`src/assert_macros.svh`:
```
// Assertion macros used by the top-level RTL file to check its own logic.
`ifndef ASSERT_MACROS_SVH
`define ASSERT_MACROS_SVH

// Property that must hold at every clock edge outside reset.
`define ICAS_ASSERT(lbl, prop, msg) \
  lbl: assert property (@(posedge clk) disable iff (rst) (prop)) else $error(msg);

// Condition that must never be true outside reset.
`define ICAS_NEVER(lbl, cond, msg) \
  lbl: assert property (@(posedge clk) disable iff (rst) !(cond)) else $error(msg);

`endif

```
`src/icas_pkg.sv`:
```
`timescale 1ns / 1ps
// ----------------------------------------------------------------------------
// icas_pkg
// Shared types and constants of the infection cellular automaton step block.
// ----------------------------------------------------------------------------
package icas_pkg;

  localparam int GRID_SIDE_DEF   = 64;
  localparam int RANDOM_BITS_DEF = 16;

  localparam int COORD_W = 6;
  localparam int STATE_W = 2;
  localparam int RAND_W  = 16;
  localparam int COUNT_W = 13;
  localparam int THR_W   = 4;
  localparam int TIMER_W = 4;
  localparam int PROB_W  = 16;
  localparam int CFG_IDX_W  = 2;
  localparam int CFG_DATA_W = 16;

  // Cell states.
  localparam logic [STATE_W-1:0] ST_HEALTHY = 2'd0;
  localparam logic [STATE_W-1:0] ST_A       = 2'd1;
  localparam logic [STATE_W-1:0] ST_B       = 2'd2;
  localparam logic [STATE_W-1:0] ST_DEAD    = 2'd3;

  // Configuration register indexes.
  localparam logic [CFG_IDX_W-1:0] CFG_THRESHOLD_A = 2'd0;
  localparam logic [CFG_IDX_W-1:0] CFG_THRESHOLD_B = 2'd1;
  localparam logic [CFG_IDX_W-1:0] CFG_TAU         = 2'd2;
  localparam logic [CFG_IDX_W-1:0] CFG_P_INFEC     = 2'd3;

  // Command handed from the front end to the back end.
  typedef struct packed {
    logic               is_update;
    logic [COORD_W-1:0] cell_x;
    logic [COORD_W-1:0] cell_y;
    logic [STATE_W-1:0] load_state;
    logic [RAND_W-1:0]  random_value;
  } cmd_t;

  // Status from the back end to the front end.
  typedef struct packed {
    logic clearing;
  } back_stat_t;

  // Live configuration.
  typedef struct packed {
    logic [THR_W-1:0]   threshold_a;
    logic [THR_W-1:0]   threshold_b;
    logic [TIMER_W-1:0] tau;
    logic [PROB_W-1:0]  p_infec;
  } cfg_t;

endpackage

```
`src/icas_front.sv`:
```
`timescale 1ns / 1ps
// ----------------------------------------------------------------------------
// icas_front
// Accepts commands, classifies them and queues them for the back end.
// ----------------------------------------------------------------------------
module icas_front
  import icas_pkg::*;
(
  input  logic               clk,
  input  logic               rst,
  input  logic               start,
  input  logic               mode,
  input  logic [COORD_W-1:0] cell_x,
  input  logic [COORD_W-1:0] cell_y,
  input  logic [STATE_W-1:0] load_state,
  input  logic [RAND_W-1:0]  random_value,
  output logic               busy,
  input  back_stat_t         stat,
  output logic               q_valid,
  output cmd_t               q_data,
  input  logic               q_pop
);

  cmd_t       entry [2];
  logic       wr_ptr;
  logic       rd_ptr;
  logic [1:0] count;
  logic       push;
  cmd_t       cmd_in;

  // Hold off new transactions while clearing or while the queue is full.
  assign busy    = stat.clearing || (count == 2'd2);
  assign push    = start && !busy;
  assign q_valid = (count != 2'd0);
  assign q_data  = entry[rd_ptr];

  // Classify the incoming item.
  always_comb begin
    cmd_in.is_update    = mode;
    cmd_in.cell_x       = cell_x;
    cmd_in.cell_y       = cell_y;
    cmd_in.load_state   = load_state;
    cmd_in.random_value = random_value;
  end

  // Two-entry queue.
  always_ff @(posedge clk) begin
    if (rst) begin
      wr_ptr <= 1'b0;
      rd_ptr <= 1'b0;
      count  <= 2'd0;
    end else begin
      if (push) begin
        entry[wr_ptr] <= cmd_in;
        wr_ptr        <= ~wr_ptr;
      end
      if (q_pop) begin
        rd_ptr <= ~rd_ptr;
      end
      count <= count + 2'(push) - 2'(q_pop);
    end
  end

endmodule

```
`config.mk`:
```
export PLATFORM = sky130hd
export DESIGN_NAME = icas_front
export DESIGN_NICKNAME = d
export VERILOG_FILES = /design/src/assert_macros.svh /design/src/icas_pkg.sv /design/src/icas_front.sv
export SDC_FILE = /design/constraint.sdc
export NUM_CORES = 1
export LEC_CHECK = 0
export ABC_AREA = 1
export BUFFER_PORTS_ARGS = -buffer_cell sky130_fd_sc_hd__buf_2
export CAP_MARGIN = 20
export CORE_MARGIN = 5
export CORE_UTILIZATION = 50
export CTS_CLUSTER_DIAMETER = 30
export DETAILED_ROUTE_END_ITERATION = 8
export HOLD_SLACK_MARGIN = 0.02
export PLACE_DENSITY_LB_ADDON = 0.08
export SYNTH_ARGS = -nofsm -noshare
export SYNTH_HDL_FRONTEND = slang
export SYNTH_SLANG_ARGS = --single-unit
```
`constraint.sdc`:
```
create_clock -name clk -period 7.93 [get_ports clk]
set_clock_uncertainty 0.1 [all_clocks]
set_input_delay 2.379 -clock clk [delete_from_list [all_inputs] [get_ports clk]]
set_output_delay 2.379 -clock clk [all_outputs]
set_load 0.02 [all_outputs]
```
; ---- Yosys cells after proc, flatten, opt, wreduce, memory -nomap -nowiden
; Memories as Yosys holds them, arrays and structs flattened. A register that Yosys moved wholly into a read port is not among the register bits.
; Cells that the tools add are included.
[word_totals]
reg_bits = 4
mem_bits_rw = 62
out_inout_bits = 33
elab_cells = 18
memories = 1
[op_classes]
n_addsub = 2
eq_ne = 1
mux = 5
bitwise = 2
n_reduce_logical = 4
[mem_list]
columns = memory, depth, word_bits, rd, rd_ports_with_merged_regs, wr, line_no
row1 = entry, 2, 31, 1, 1, 1, icas_front.sv:24  ; cmd_t entry [2];
[ops]
columns = operator, count
row1 = $mux W1, 5
row2 = $add A2 B1 Y2, 1
row3 = $eq A2 B2 Y1 const B, 1
row4 = $not A1 Y1, 2
row5 = $reduce_bool A2 Y1, 1
row6 = $sub A2 B1 Y2, 1
row7 = $logic_and A1 B1 Y1, 1
row8 = $logic_not A1 Y1, 1
row9 = $logic_or A1 B1 Y1, 1

; ---- Longest topological paths before layout
[logic_depth]
ltp_word = 7
mapped_depth = 11
depth_no_buf = 11

; ---- Worst setup path before layout
; No wires, ideal clock.
[synth_path]
path_kind = input to output
startpoint = input stat
endpoint = output busy
arrival_time_ps = 2579
t_required_ps = 5451
path_slack_ps = 2872
stages = 2
path_cell_list = inv_1 -> nand2_1
[synth_between]
elab_chain_cells = 1
[synth_lines]
columns = item, line_no
row1 = start: declaration, icas_front.sv:18  ; input back_stat_t stat,
row2 = $logic_or A1 B1 Y1, icas_front.sv:32  ; assign busy = stat.clearing || (count == 2'd2);
row3 = end: declaration, icas_front.sv:17  ; output logic busy,
; No other way between the ends.

; ---- Worst setup path after layout
; Ends and elaborated chain as after synthesis.

==> impl_metrics.yaml <==
outcome:
  status: "finished, final reports clean"
cts:
  tritoncts: "built"
  holdBufCountCts: 0
  clock_path_buffers: 2
  root_buffer: "clkbuf_8"
  htree_levels: 3
  cts.sinks: 67
  ctsResizeCount: 0
  post_cts_buffers: 0
  clk_pin_slew_worst_paths_ns: 0.06
  insertion_delay_ns: 0.32
  cts_made_buffers: 9
cells_and_area:
  n_antenna_cell: 0
  drive_gt1_share_pct: 52.3
  area_delta_synth_final_pct: 22.5
  stdcell_count: 281
  nFillCells: 364
  final_util_pct: 63.7
  design_area_um2: 3050
  nets: 248
hold_path:
  min_path_type: "flop to flop"
  hold_depth: 2
  min_from: "rd_ptr"
worst_setup_path:
  worstPathArrival_ns: 2.80
  worst_ep_required_time_ns: 5.45
  endpoint_kind: "output port"
  r2r_setup_slack_ns: 6.04
  regToRegStartpoint: "count[0]"
  critPathLaunchType: "input port"
  r2r-end: "entry[1][28]"
  path_max_fanout: 3
  crit_type: "input port to output port"
  reg2reg_depth: 4
sta:
  rsz0062_at_grt: "false"
  clock.fmax_mhz: 189
  tns_ns: 0
  worstMarginPinSlew_ns: 0.904
  finalSetupViolations: 0
  post-route-period-util_pct: 66.6
  period_needed_ns: 5.28
  drv_slew: 0
  final_hold_viol_count: 0
  holdWs_ns: 0.443
  timing.slew.headroom_pct: 39.6
power:
  cellLeakagePower_nw: 1.18
  power-per-cell-area_nw_per_um2: 230
  ir_drop_v: 0.000136
synth:
  synth.avg_cell_area_um2: 18.9
  syn_inst: 132
  synth_seq_area_share_pct: 78.8
  synthTopCellsByArea: "edfxtp_1 75%, mux2_2 14%, dfxtp_1 4.0%"
  synth_cell_types: 12
  ys_warn_count: 0
  syn_area_um2: 2490
  synth_top_cell_area_share_pct: 74.8
  syn-num-nets: 170
  synth_top_cell_by_area: "edfxtp_1"
  synth_seq_cells: 67
route:
  drcViolationCount: 0
  wl_per_cell_um: 15.0
  drt-total-wl_um: 4230
  via_per_inst: 4.72
  postRouteAntennaNets: 0
  drt_iter0_drc: 47
  drt-pass1-iter-count: 4
  num_vias: 1326
place:
  place.gp.congestion: 0.617
  place_inst: 266
  dp_hpwl_um: 2860
  dpl_cell_area_um2: 2900
  port_buffers: 68
global_route:
  overflow: 0
  antenna_found_initial: 0
  grt_pass1_wl_um: 6550
  grt_pass1_vias: 1413
  grt_max_degree: 32
  gr-usage-all-layers_pct: 14.3
run:
  drv_cap: 0
die:
  fp.dieArea_um2: 6490
  die_y_um: 80.6
  start_util_pct: 52.0
  coreArea_um2: 4790
  die_w_um: 80.6
  rows: 25
  io_pins: 69
[synth_stat cells (all sizes together)]
master / number
mux2: 31
inv: 9
dfxtp: 5
ha: 2
nor2: 6
edfxtp: 62
nand2: 9
nand4: 1
a21oi: 1
buf: 3
nand3: 2
xnor2: 1
[layout make-up]
| type | count | area (µm²) | area share, % |
|---|---|---|---|
| flip-flops and latches | 67 | 1960 | 64.3 |
| multi-input cells | 53 | 468 | 15.3 |
| repair buffers | 70 | 355 | 11.6 |
| clock buffers | 9 | 124 | 4.06 |
| well taps | 67 | 83.8 | 2.75 |
| inverters | 9 | 33.8 | 1.11 |
| clock inverters | 6 | 23.8 | 0.779 |
[state kept, by name, indices dropped and copies added, names as in the netlist, named ones only]
| name | flops |
|---|---|
| count | 2 |
| entry | 62 |
| rd_ptr | 1 |
| wr_ptr | 1 |
[layout by cell type, fill, tap and decap left out, drive strengths merged]
cell type,n
dfxtp,5
xnor2,1
nand3,2
nand2,9
buf,70
clkinv,6
nor2,6
a21oi,1
clkbuf,9
nand4,1
ha,2
inv,9
edfxtp,62
mux2,31
[through the flow]
stage | setup slack (ns) | total power [mW]
after global routing | 2.62 | 0.733
after CTS | 2.64 | 0.711
after global placement | 2.70 | 0.489
after detailed placement | 2.64 | 0.492
final | 2.65 | 0.702
after floorplan | 2.87 | 0.463
[how the worst max path moves through the flow]
stage | slack (ns) | endpoint | startpoint
6_report | 2.65 | busy | stat
5_1_grt | 2.62 | busy | stat
4_1_cts | 2.64 | busy | stat
3_5_place_dp | 2.64 | busy | stat
3_3_place_gp | 2.70 | busy | stat
2_1_floorplan | 2.87 | busy | stat
[power breakdown]
part	internal (mW)	switching, mW
clock network	0.106	0.113
registers	0.398	0.00308
logic	0.0341	0.0483
total	0.538	0.164
[critical path, cell delays in order]
cell     delay, ns
buf_2         0.09
inv_1         0.09
nand2_1       0.08
buf_2         0.16
[logic make-up (layout without fill, tap and decap cells)]
family / count (synthesis) / in the layout / share of synthesized area (%)
compound gates: 1 / 1 / 0.201
xor+xnor: 1 / 1 / 0.352
fa+ha+maj: 2 / 2 / 1.00
buf+inv: 12 / 94 / 2.71
flops: 67 / 67 / 78.8
mux: 31 / 31 / 14.0
simple gates: 18 / 18 / 2.91
[routing by layer]
| layer | part of all wire, % | vias to the layer above | GRT usage [%] |
|---|---|---|---|
| li1 | - | 652 | - |
| met2 | 52 | 45 | 23.4 |
| met3 | 7.4 | 9 | 6.84 |
| met5 | 0 | - | 0 |
| met4 | 1.8 | 0 | 7.60 |
| met1 | 39 | 620 | 15.0 |
(Power assumes the default switching activity.)
